File: config.mk
export PLATFORM = sky130hd
export DESIGN_NAME = drive_mixer_with_collision_stop
export DESIGN_NICKNAME = d
export VERILOG_FILES = /design/src/dmcs_pkg.sv /design/src/dmcs_front.sv /design/src/dmcs_mul.sv /design/src/dmcs_out.sv /design/src/drive_mixer_with_collision_stop.sv
export SDC_FILE = /design/constraint.sdc
export NUM_CORES = 1
export LEC_CHECK = 0
export BUFFER_PORTS_ARGS = -buffer_cell sky130_fd_sc_hd__buf_2
export CORE_MARGIN = 3
export CORE_UTILIZATION = 35
export DETAILED_ROUTE_END_ITERATION = 6
export GPL_ROUTABILITY_DRIVEN = 1
export SLEW_MARGIN = 5
export SYNTH_ARGS = -nofsm -noshare
export SYNTH_HDL_FRONTEND = slang
export SYNTH_SLANG_ARGS = --single-unit
File: constraint.sdc
create_clock -name clk -period 7.9 [get_ports clk]
set_clock_uncertainty 0.1 [all_clocks]
set_input_delay 2.37 -clock clk [delete_from_list [all_inputs] [get_ports clk]]
set_output_delay 2.37 -clock clk [all_outputs]
set_load 0.1 [all_outputs]
File: src/dmcs_pkg.sv
// ----------------------------------------------------------------------------
// Drive mixer package
// Widths, register indexes, reciprocal constants and stage payload types.
// ----------------------------------------------------------------------------
package dmcs_pkg;

  // Port widths
  localparam int IN_W   = 56;
  localparam int OUT_W  = 40;
  localparam int CFG_AW = 2;
  localparam int CFG_DW = 12;

  // Number of register stages from input to output register
  localparam int NSTG = 7;

  // Register indexes
  localparam logic [CFG_AW-1:0] CFG_TOP_SPEED  = 2'd0;
  localparam logic [CFG_AW-1:0] CFG_MARGIN     = 2'd1;
  localparam logic [CFG_AW-1:0] CFG_MIN_VALID  = 2'd2;

  // Register reset values
  localparam logic [7:0]  TOP_SPEED_RST = 8'd255;
  localparam logic [11:0] MARGIN_RST    = 12'd100;
  localparam logic [11:0] MIN_VALID_RST = 12'd30;

  // Fixed numbers of the mixing law
  localparam logic [15:0] SUBST_DIST = 16'd500;
  localparam logic [7:0]  TURN_DEAD  = 8'd5;
  localparam logic [7:0]  TURN_FULL  = 8'd45;

  // Reciprocals: floor(n/3) = (n*683)>>11 for n < 2048
  localparam logic [9:0]  RECIP3  = 10'd683;
  // floor(n/5) = (n*13108)>>16 for n < 16384 (divide by 20 = >>2 then /5)
  localparam logic [13:0] RECIP5  = 14'd13108;
  // floor(n/45) = (n*93207)>>22 for n < 381300
  localparam logic [16:0] RECIP45 = 17'd93207;

  // Per-item control carried down the pipe
  typedef struct packed {
    logic [7:0] xmag;
    logic       xneg;
    logic [5:0] fac;
    logic       turn_r;
    logic       turn_l;
    logic       fb;
    logic       bb;
    logic       link;
  } ctl_t;

  typedef struct packed {
    ctl_t       ctl;
    logic [9:0] bprod;
  } s1_t;

  typedef struct packed {
    ctl_t        ctl;
    logic [11:0] q;
    logic [11:0] qs;
  } s6_t;

  typedef struct packed {
    logic [7:0] lf;
    logic [7:0] lr;
    logic [7:0] rf;
    logic [7:0] rr;
    logic       fb;
    logic       bb;
  } res_t;

endpackage

File: src/dmcs_front.sv
// ----------------------------------------------------------------------------
// Drive mixer front stage
// Decodes tilt, turn side and factor, obstacle flags and the level product.
// ----------------------------------------------------------------------------
module dmcs_front
  import dmcs_pkg::*;
(
  input  logic        clk,
  input  logic        en,
  input  logic [7:0]  tilt_x,
  input  logic [7:0]  tilt_y,
  input  logic [1:0]  speed_step,
  input  logic [15:0] dist_back,
  input  logic [15:0] dist_front,
  input  logic        link_up,
  input  logic [7:0]  top_speed,
  input  logic [11:0] safety_margin,
  input  logic [11:0] min_valid_dist,
  output s1_t         s1_r
);

  logic        yneg;
  logic [7:0]  ymag;
  logic [7:0]  yclip;
  logic [7:0]  fac_full;
  logic [10:0] bp_full;
  logic [15:0] db_sub;
  logic [15:0] df_sub;
  logic [15:0] thr;
  s1_t         s1_nxt;

  // Magnitudes, turn side, scale factor, distance checks
  always_comb begin
    yneg     = tilt_y[7];
    ymag     = yneg ? 8'(-tilt_y) : tilt_y;
    yclip    = (ymag > TURN_FULL) ? TURN_FULL : ymag;
    fac_full = TURN_FULL - yclip;
    bp_full  = {3'b000, top_speed} * ({9'd0, speed_step} + 11'd1);
    db_sub   = (dist_back  < {4'h0, min_valid_dist}) ? SUBST_DIST : dist_back;
    df_sub   = (dist_front < {4'h0, min_valid_dist}) ? SUBST_DIST : dist_front;
    thr      = {3'b000, safety_margin, 1'b0};

    s1_nxt.ctl.xneg   = tilt_x[7];
    s1_nxt.ctl.xmag   = tilt_x[7] ? 8'(-tilt_x) : tilt_x;
    s1_nxt.ctl.fac    = fac_full[5:0];
    s1_nxt.ctl.turn_r = !yneg && (ymag > TURN_DEAD);
    s1_nxt.ctl.turn_l = yneg && (ymag > TURN_DEAD);
    s1_nxt.ctl.fb     = df_sub < thr;
    s1_nxt.ctl.bb     = db_sub < thr;
    s1_nxt.ctl.link   = link_up;
    s1_nxt.bprod      = bp_full[9:0];
  end

  // Advance stage
  always_ff @(posedge clk) begin
    if (en) begin
      s1_r <= s1_nxt;
    end
  end

endmodule

File: src/dmcs_mul.sv
// ----------------------------------------------------------------------------
// Drive mixer multiply chain
// Base speed, tilt product, divide by 20, turn product and divide by 45,
// one multiplication per stage.
// ----------------------------------------------------------------------------
module dmcs_mul
  import dmcs_pkg::*;
(
  input  logic       clk,
  input  logic [4:0] en,
  input  s1_t        s1,
  output s6_t        s6_r
);

  logic [19:0] base_full;
  logic [28:0] q_full;
  logic [17:0] p_full;
  logic [33:0] qs_full;

  ctl_t        c2_r, c3_r, c4_r, c5_r;
  logic [8:0]  base_r;
  logic [16:0] m_r;
  logic [11:0] q4_r, q5_r;
  logic [16:0] p_r;

  always_comb begin
    base_full = {10'd0, s1.bprod} * {10'd0, RECIP3};
    q_full    = {14'd0, m_r[16:2]} * {15'd0, RECIP5};
    p_full    = {6'd0, q4_r} * {12'd0, c4_r.fac};
    qs_full   = {17'd0, p_r} * {17'd0, RECIP45};
  end

  // Base speed = level product / 3
  always_ff @(posedge clk) begin
    if (en[0]) begin
      c2_r   <= s1.ctl;
      base_r <= base_full[19:11];
    end
  end

  // Tilt magnitude times base
  always_ff @(posedge clk) begin
    if (en[1]) begin
      c3_r <= c2_r;
      m_r  <= 17'({9'd0, c2_r.xmag} * {8'd0, base_r});
    end
  end

  // Divide by 20
  always_ff @(posedge clk) begin
    if (en[2]) begin
      c4_r <= c3_r;
      q4_r <= q_full[27:16];
    end
  end

  // Turn product
  always_ff @(posedge clk) begin
    if (en[3]) begin
      c5_r <= c4_r;
      q5_r <= q4_r;
      p_r  <= p_full[16:0];
    end
  end

  // Divide by 45
  always_ff @(posedge clk) begin
    if (en[4]) begin
      s6_r.ctl <= c5_r;
      s6_r.q   <= q5_r;
      s6_r.qs  <= qs_full[33:22];
    end
  end

endmodule

File: src/dmcs_out.sv
// ----------------------------------------------------------------------------
// Drive mixer output stage
// Picks turned wheel, clamps to limit, applies stops, splits into duties.
// ----------------------------------------------------------------------------
module dmcs_out
  import dmcs_pkg::*;
(
  input  logic       clk,
  input  logic       en,
  input  s6_t        s6,
  input  logic [7:0] top_speed,
  output res_t       res_r
);

  logic [11:0] lmag;
  logic [11:0] rmag;
  logic [7:0]  lcl;
  logic [7:0]  rcl;
  logic        pos;
  logic        kill;
  res_t        res_nxt;

  always_comb begin
    lmag = s6.ctl.turn_l ? s6.qs : s6.q;
    rmag = s6.ctl.turn_r ? s6.qs : s6.q;
    lcl  = (lmag > {4'h0, top_speed}) ? top_speed : lmag[7:0];
    rcl  = (rmag > {4'h0, top_speed}) ? top_speed : rmag[7:0];
    pos  = !s6.ctl.xneg;
    // Drop motion toward a blocked side, or everything on a dead link
    kill = !s6.ctl.link || (pos && s6.ctl.fb) || (!pos && s6.ctl.bb);

    res_nxt.lf = (!kill && pos)  ? lcl : 8'd0;
    res_nxt.lr = (!kill && !pos) ? lcl : 8'd0;
    res_nxt.rf = (!kill && pos)  ? rcl : 8'd0;
    res_nxt.rr = (!kill && !pos) ? rcl : 8'd0;
    res_nxt.fb = s6.ctl.fb;
    res_nxt.bb = s6.ctl.bb;
  end

  // Hold result until transfer
  always_ff @(posedge clk) begin
    if (en) begin
      res_r <= res_nxt;
    end
  end

endmodule

File: src/drive_mixer_with_collision_stop.sv
// ----------------------------------------------------------------------------
// Drive mixer with collision stop
// Pipeline: seven register stages, the first loading on the input transfer.
// Throughput: one command per cycle while the output is not stalled; each stage
// loads when empty or draining.
// Reset: rst_n low clears stage valid bits and loads register defaults.
// ----------------------------------------------------------------------------
module drive_mixer_with_collision_stop
  import dmcs_pkg::*;
(
  input  logic              clk,
  input  logic              rst_n,
  input  logic              in_tvalid,
  output logic              in_tready,
  // tilt_x[7:0], tilt_y[15:8], speed_step[17:16], dist_back[33:18],
  // dist_front[49:34], link_up[50], zero pad
  input  logic [IN_W-1:0]   in_tdata,
  output logic              out_tvalid,
  input  logic              out_tready,
  // left_fwd_duty[7:0], left_rev_duty[15:8], right_fwd_duty[23:16],
  // right_rev_duty[31:24], front_blocked[32], back_blocked[33], zero pad
  output logic [OUT_W-1:0]  out_tdata,
  input  logic              cfg_we,
  input  logic [CFG_AW-1:0] cfg_addr,
  input  logic [CFG_DW-1:0] cfg_wdata
);

  logic [7:0]      top_speed_r;
  logic [11:0]     margin_r;
  logic [11:0]     min_valid_r;
  logic [NSTG-1:0] vld_r;
  logic [NSTG-1:0] vld_nxt;
  logic [NSTG-1:0] en;
  s1_t             s1;
  s6_t             s6;
  res_t            res;

  // Configuration writes
  always_ff @(posedge clk) begin
    if (!rst_n) begin
      top_speed_r <= TOP_SPEED_RST;
      margin_r    <= MARGIN_RST;
      min_valid_r <= MIN_VALID_RST;
    end else if (cfg_we) begin
      case (cfg_addr)
        CFG_TOP_SPEED: top_speed_r <= cfg_wdata[7:0];
        CFG_MARGIN:    margin_r    <= cfg_wdata;
        CFG_MIN_VALID: min_valid_r <= cfg_wdata;
        default: ;
      endcase
    end
  end

  // Stage enables: load when empty or when the next stage takes the item
  always_comb begin
    en[NSTG-1] = !vld_r[NSTG-1] || out_tready;
    for (int k = NSTG - 2; k >= 0; k--) begin
      en[k] = !vld_r[k] || en[k+1];
    end
    vld_nxt[0] = en[0] ? in_tvalid : vld_r[0];
    for (int k = 1; k < NSTG; k++) begin
      vld_nxt[k] = en[k] ? vld_r[k-1] : vld_r[k];
    end
  end

  // Advance valid bits
  always_ff @(posedge clk) begin
    if (!rst_n) begin
      vld_r <= '0;
    end else begin
      vld_r <= vld_nxt;
    end
  end

  dmcs_front u_front (
    .clk            (clk),
    .en             (en[0]),
    .tilt_x         (in_tdata[7:0]),
    .tilt_y         (in_tdata[15:8]),
    .speed_step     (in_tdata[17:16]),
    .dist_back      (in_tdata[33:18]),
    .dist_front     (in_tdata[49:34]),
    .link_up        (in_tdata[50]),
    .top_speed      (top_speed_r),
    .safety_margin  (margin_r),
    .min_valid_dist (min_valid_r),
    .s1_r           (s1)
  );

  dmcs_mul u_mul (
    .clk  (clk),
    .en   (en[5:1]),
    .s1   (s1),
    .s6_r (s6)
  );

  dmcs_out u_out (
    .clk       (clk),
    .en        (en[NSTG-1]),
    .s6        (s6),
    .top_speed (top_speed_r),
    .res_r     (res)
  );

  assign in_tready  = en[0];
  assign out_tvalid = vld_r[NSTG-1];
  assign out_tdata  = {6'd0, res.bb, res.fb, res.rr, res.rf, res.lr, res.lf};

endmodule

# Yosys cells after proc, flatten, opt, wreduce, memory -nomap -nowiden
# Cells that the tools add are included.
# word_totals
ff_bits,250
inputBits,75
output_inout_bits,42
# op_classes
eq_ne,2
order_cmp,8
n_reduce_logical,30
mux,9
add_sub_neg,4
n_mul,6
# op_table
op,n
multiplier 17 x 17 -> 34 bit (second input constant),1
less-than comparator 16 x 12 -> 1 bit,2
less-than comparator 16 x 13 -> 1 bit,2
two-way mux 16 bit,2
multiplier 15 x 12 -> 26 bit (second input constant),1
greater-than comparator 12 x 8 -> 1 bit,2
two-way mux 12 bit,2
two-way mux 8 bit,3
multiplier 10 x 10 -> 20 bit (second input constant),1
multiplier 12 x 6 -> 17 bit,1
multiplier 8 x 9 -> 17 bit,1
negator 8 bit,2
zero test 1 bit,11
multiplier 8 x 11 -> 10 bit,1
logical OR 1 bit,9
greater-than comparator 8 x 3 -> 1 bit (second input constant),1
greater-than comparator 8 x 6 -> 1 bit (second input constant),1
two-way mux 7 bit,1
logical AND 1 bit,6
two-way mux 6 bit,1
AND reduction 2 bit,3
subtractor 6 bit (first input constant),1
adder 2 x 1 -> 3 bit (second input constant),1
equality test 2 x 1 -> 1 bit (second input constant),1
other kinds (2),2

# Logic depth before layout (Yosys ltp)
# logic_depth
ltp_word,8
depth_mapped,19
ltp_nobuf,19

# Cells and area by module
# A second synthesis with hierarchy kept.
# hier_totals
hier_cells,2357
area_unflattened_um2,26085.0
# modules_own_cells
module,instances,area_per_inst_um2,cells_per_inst
dmcs_mul,1,19298.5,1661
dmcs_front,1,3171.8,336
dmcs_out,1,2094.5,179
drive_mixer_with_collision_stop,1,1520.2,181

# Least setup slack after synthesis
# No wires, ideal clock.
# synth_timing
path_type,input to output
from,in out_tready
to,out in_tready
t_required_ns,5.430
cell_stages,5
t_arrival_ns,4.310
setup_slack_ns,1.120
path_buffers,0
path_cell_list,nor2b_1 -> and3_1 -> and2_1 -> and3_1 -> nand2_1
# synth_between
elab_chain_len,7
# synth_rtl
element,line,rtl
start: declaration,drive_mixer_with_collision_stop.sv:19,"input logic out_tready,"
logical OR 1 bit,drive_mixer_with_collision_stop.sv:56,en[NSTG-1] = !vld_r[NSTG-1] || out_tready;
logical OR 1 bit (6 in series),drive_mixer_with_collision_stop.sv:58,en[k] = !vld_r[k] || en[k+1];
end: declaration,drive_mixer_with_collision_stop.sv:14,"output logic in_tready,"
# Every way passes these cells.

# Final worst setup path
# Same ends and word-level chain as after synthesis.

==> results.cfg <==
[setup_path]
reg2reg_depth = 18
path_max_fanout = 5
cp.required_ns = 5.43
setup.worst_path.class = in -> out
r2r_end = u_mul.s6_r[4]
critPathSlowestCell = buf_2
worstPathCellList = buf_2, nor2b_1, and3_1, and2_1, and3_1, nand2_1, buf_2
max_stage_delay_ns = 0.33
worstSetupEndpointType = primary output
crit_family = simple AND/OR/NAND/NOR gates
start_kind = input port
cp.buffers_inverters = 2
arrival_ns = 3.99
reg2reg_setup_slack_ns = 1.69
r2r-start = u_mul.p_r[5]

[timing]
setup_tns_ns = 0
setup-violations-final = 0
rsz0062_at_grt = no
max_freq_ghz = 0.155
drv_slew = 0
worst_slew_pin_slew_ns = 1.20
finalCriticalPeriod_ns = 6.46
hold_violations = 0
max_slew_margin_pct = 19.4
fin_crit_sh_pct = 81.7

[routing]
via_per_inst = 4.76
met3_length_um = 1380
detail_route.first_pass.iterations = 5
post-route-drc-count = 0
wire_per_inst_um = 15.0
wl_met2_um = 24800
wl_met1_um = 23300
highest_layer = met4
ant_nets = 0
drtIter0Drc = 659
vias = 16100
wl_um = 50400

[run_status]
status = complete, no violations

[clocking]
path_clk_slew_ns = 0.06
cts.htree.levels = 1
postCtsSetupRepairBufs = 0
root_buffer = clkbuf_16
clockBufferDepth = 3
cts_hold_buf = 0
cts_sinks = 248
post_cts_resized = 0
insertion_delay_ns = 0.56
numCtsBuffers = 27
cts_tree = done

[global_routing]
grt.total_usage_pct = 13.8
grt_pass1_wl_um = 84700
antenna_found_initial = 0
grt_pass1_vias = 17200
grt_start_max_net_pins = 40
overflow = 0

[floorplanning]
initial_utilization_pct = 35.7
fp.dieArea_mm2 = 0.0740
fp.dieW_um = 272
pin_count = 117
die_y_um = 272
fp-row-count = 96
coreArea_mm2 = 0.0693

[yosys]
synth_most_common_cell = inv_1
yosysWarnings = 0
ys_seq_area_share_pct = 28.5
yosys.cell_types.count = 72
ys_top_cells_by_area = edfxtp_1 25%, ha_1 21%, fa_1 20%
syn_area_mm2 = 0.0248
yosys.area.top_type = edfxtp_1
synth.avg_cell_area_um2 = 10.7
synthTopCellsByCount = 474 x inv_1, 417 x ha_1, 250 x fa_1
ys_async_sr_fraction_pct = 0
ys_ff_latch = 248
synth-edff-count = 209
ys.flop_type = edfxtp_1
synth_top_area_share_pct = 25.3
synthCells = 2316

[finish]
drive_above_1_share_pct = 7.74
fin_nets = 3162
antenna_cells = 0
area_growth_pct = 9.85
fillers = 6779

[min_path]
hold_end = u_mul.c5_r[0]
hold_path_depth = 0
min_path_type = reg -> reg
hp-start = u_mul.c4_r[0]

[job]
cap_violations = 0

[placed_design]
place_congestion = 0.895
io_buffers = 105
dp_hpwl_um = 42500
## worst max-delay path by stage
stage / from / endpoint / depth (start not counted)
2_1_floorplan: out_tready / in_tready / 5
3_3_place_gp: out_tready / in_tready / 7
3_5_place_dp: out_tready / in_tready / 7
4_1_cts: out_tready / in_tready / 7
5_1_grt: out_tready / in_tready / 7
6_report: out_tready / in_tready / 7
## cell type report
cell class / count / area (um2) / share of cell area, %
well taps: 931 / 1160 / 4.28
repair buffers: 109 / 556 / 2.04
inverters: 474 / 1780 / 6.54
clock inverters: 18 / 173 / 0.635
flip-flops and latches: 248 / 7060 / 25.9
clock buffers: 32 / 714 / 2.63
multi-input cells: 1560 / 15800 / 57.9
## through the flow
stage | worst slack, ns | util [%] | std cells | hold WS (ns) | instance area, um2
final | 1.44 | 39.3 | 3372 | 0.316 | 27200
after global routing | 1.27 | 39.3 | 3372 | 0.324 | 27200
after CTS | 1.46 | 39.3 | 3372 | 0.319 | 27200
after detailed placement | 1.46 | 38.0 | 3322 | 0.305 | 26300
after global placement | 1.48 | 38.0 | 3322 | 0.302 | 26300
after floorplan | 1.12 | - | 2321 | 0.300 | 24800
## flip-flops by register name (all words and copies together) (netlist names)
name	count
u_mul.s6_r	30
margin_r	12
min_valid_r	12
u_out.res_r	34
u_mul.c5_r	6
top_speed_r	8
u_mul.c3_r	12
u_mul.c4_r	12
u_mul.c2_r	20
u_mul.p_r	17
u_mul.q4_r	12
u_mul.base_r	9
u_mul.q5_r	12
u_mul.m_r	15
u_front.s1_r	30
vld_r	7
## metal layers
metal | track usage, % | up-vias
met4 | 2.70 | 0
li1 | - | 7951
met2 | 24.5 | 188
met1 | 18.2 | 7860
met5 | 0 | -
met3 | 1.63 | 65
## cell families (layout without fill, tap and decap cells)
group	count (synthesis)	count (layout)	synth area share [%]
compound gates	333	333	9.35
xor+xnor	83	83	2.94
fa+ha+maj	667	667	41.3
buf+inv	513	633	7.94
flops	248	248	28.5
mux	18	18	0.727
other cells	1	6	0.0151
simple gates	453	453	9.28
## cells in the final DEF (no fill, tap or decap), types with 5 or more instances in the layout
cell / netlist / layout
a211o_1: 5 / 5
a211oi_1: 59 / 59
a21boi_0: 19 / 19
a21o_1: 38 / 38
a21oi_1: 73 / 73
a31oi_1: 7 / 7
and2_1: 85 / 85
and3_1: 14 / 14
buf_2: 2 / 105
clkbuf_16: 0 / 27
clkinv_2: 0 / 5
clkinvlp_4: 0 / 5
conb_1: 1 / 6
dfxtp_1: 39 / 39
edfxtp_1: 209 / 209
fa_1: 250 / 250
ha_1: 417 / 417
inv_1: 474 / 473
mux2i_1: 18 / 18
nand2_1: 176 / 176
nand2b_1: 21 / 21
nand3_1: 14 / 14
nand4_1: 18 / 18
nor2_1: 46 / 46
nor2b_1: 21 / 21
nor3_1: 10 / 10
o211ai_1: 19 / 19
o21a_1: 18 / 18
o21ai_0: 46 / 46
o21bai_1: 6 / 6
o31ai_1: 7 / 7
or2_2: 15 / 15
or3_1: 9 / 9
xnor2_1: 61 / 61
xor2_1: 22 / 22
Power is not shown: default switching activity piles up to over one toggle a cycle in this logic, so the estimate is an artifact.
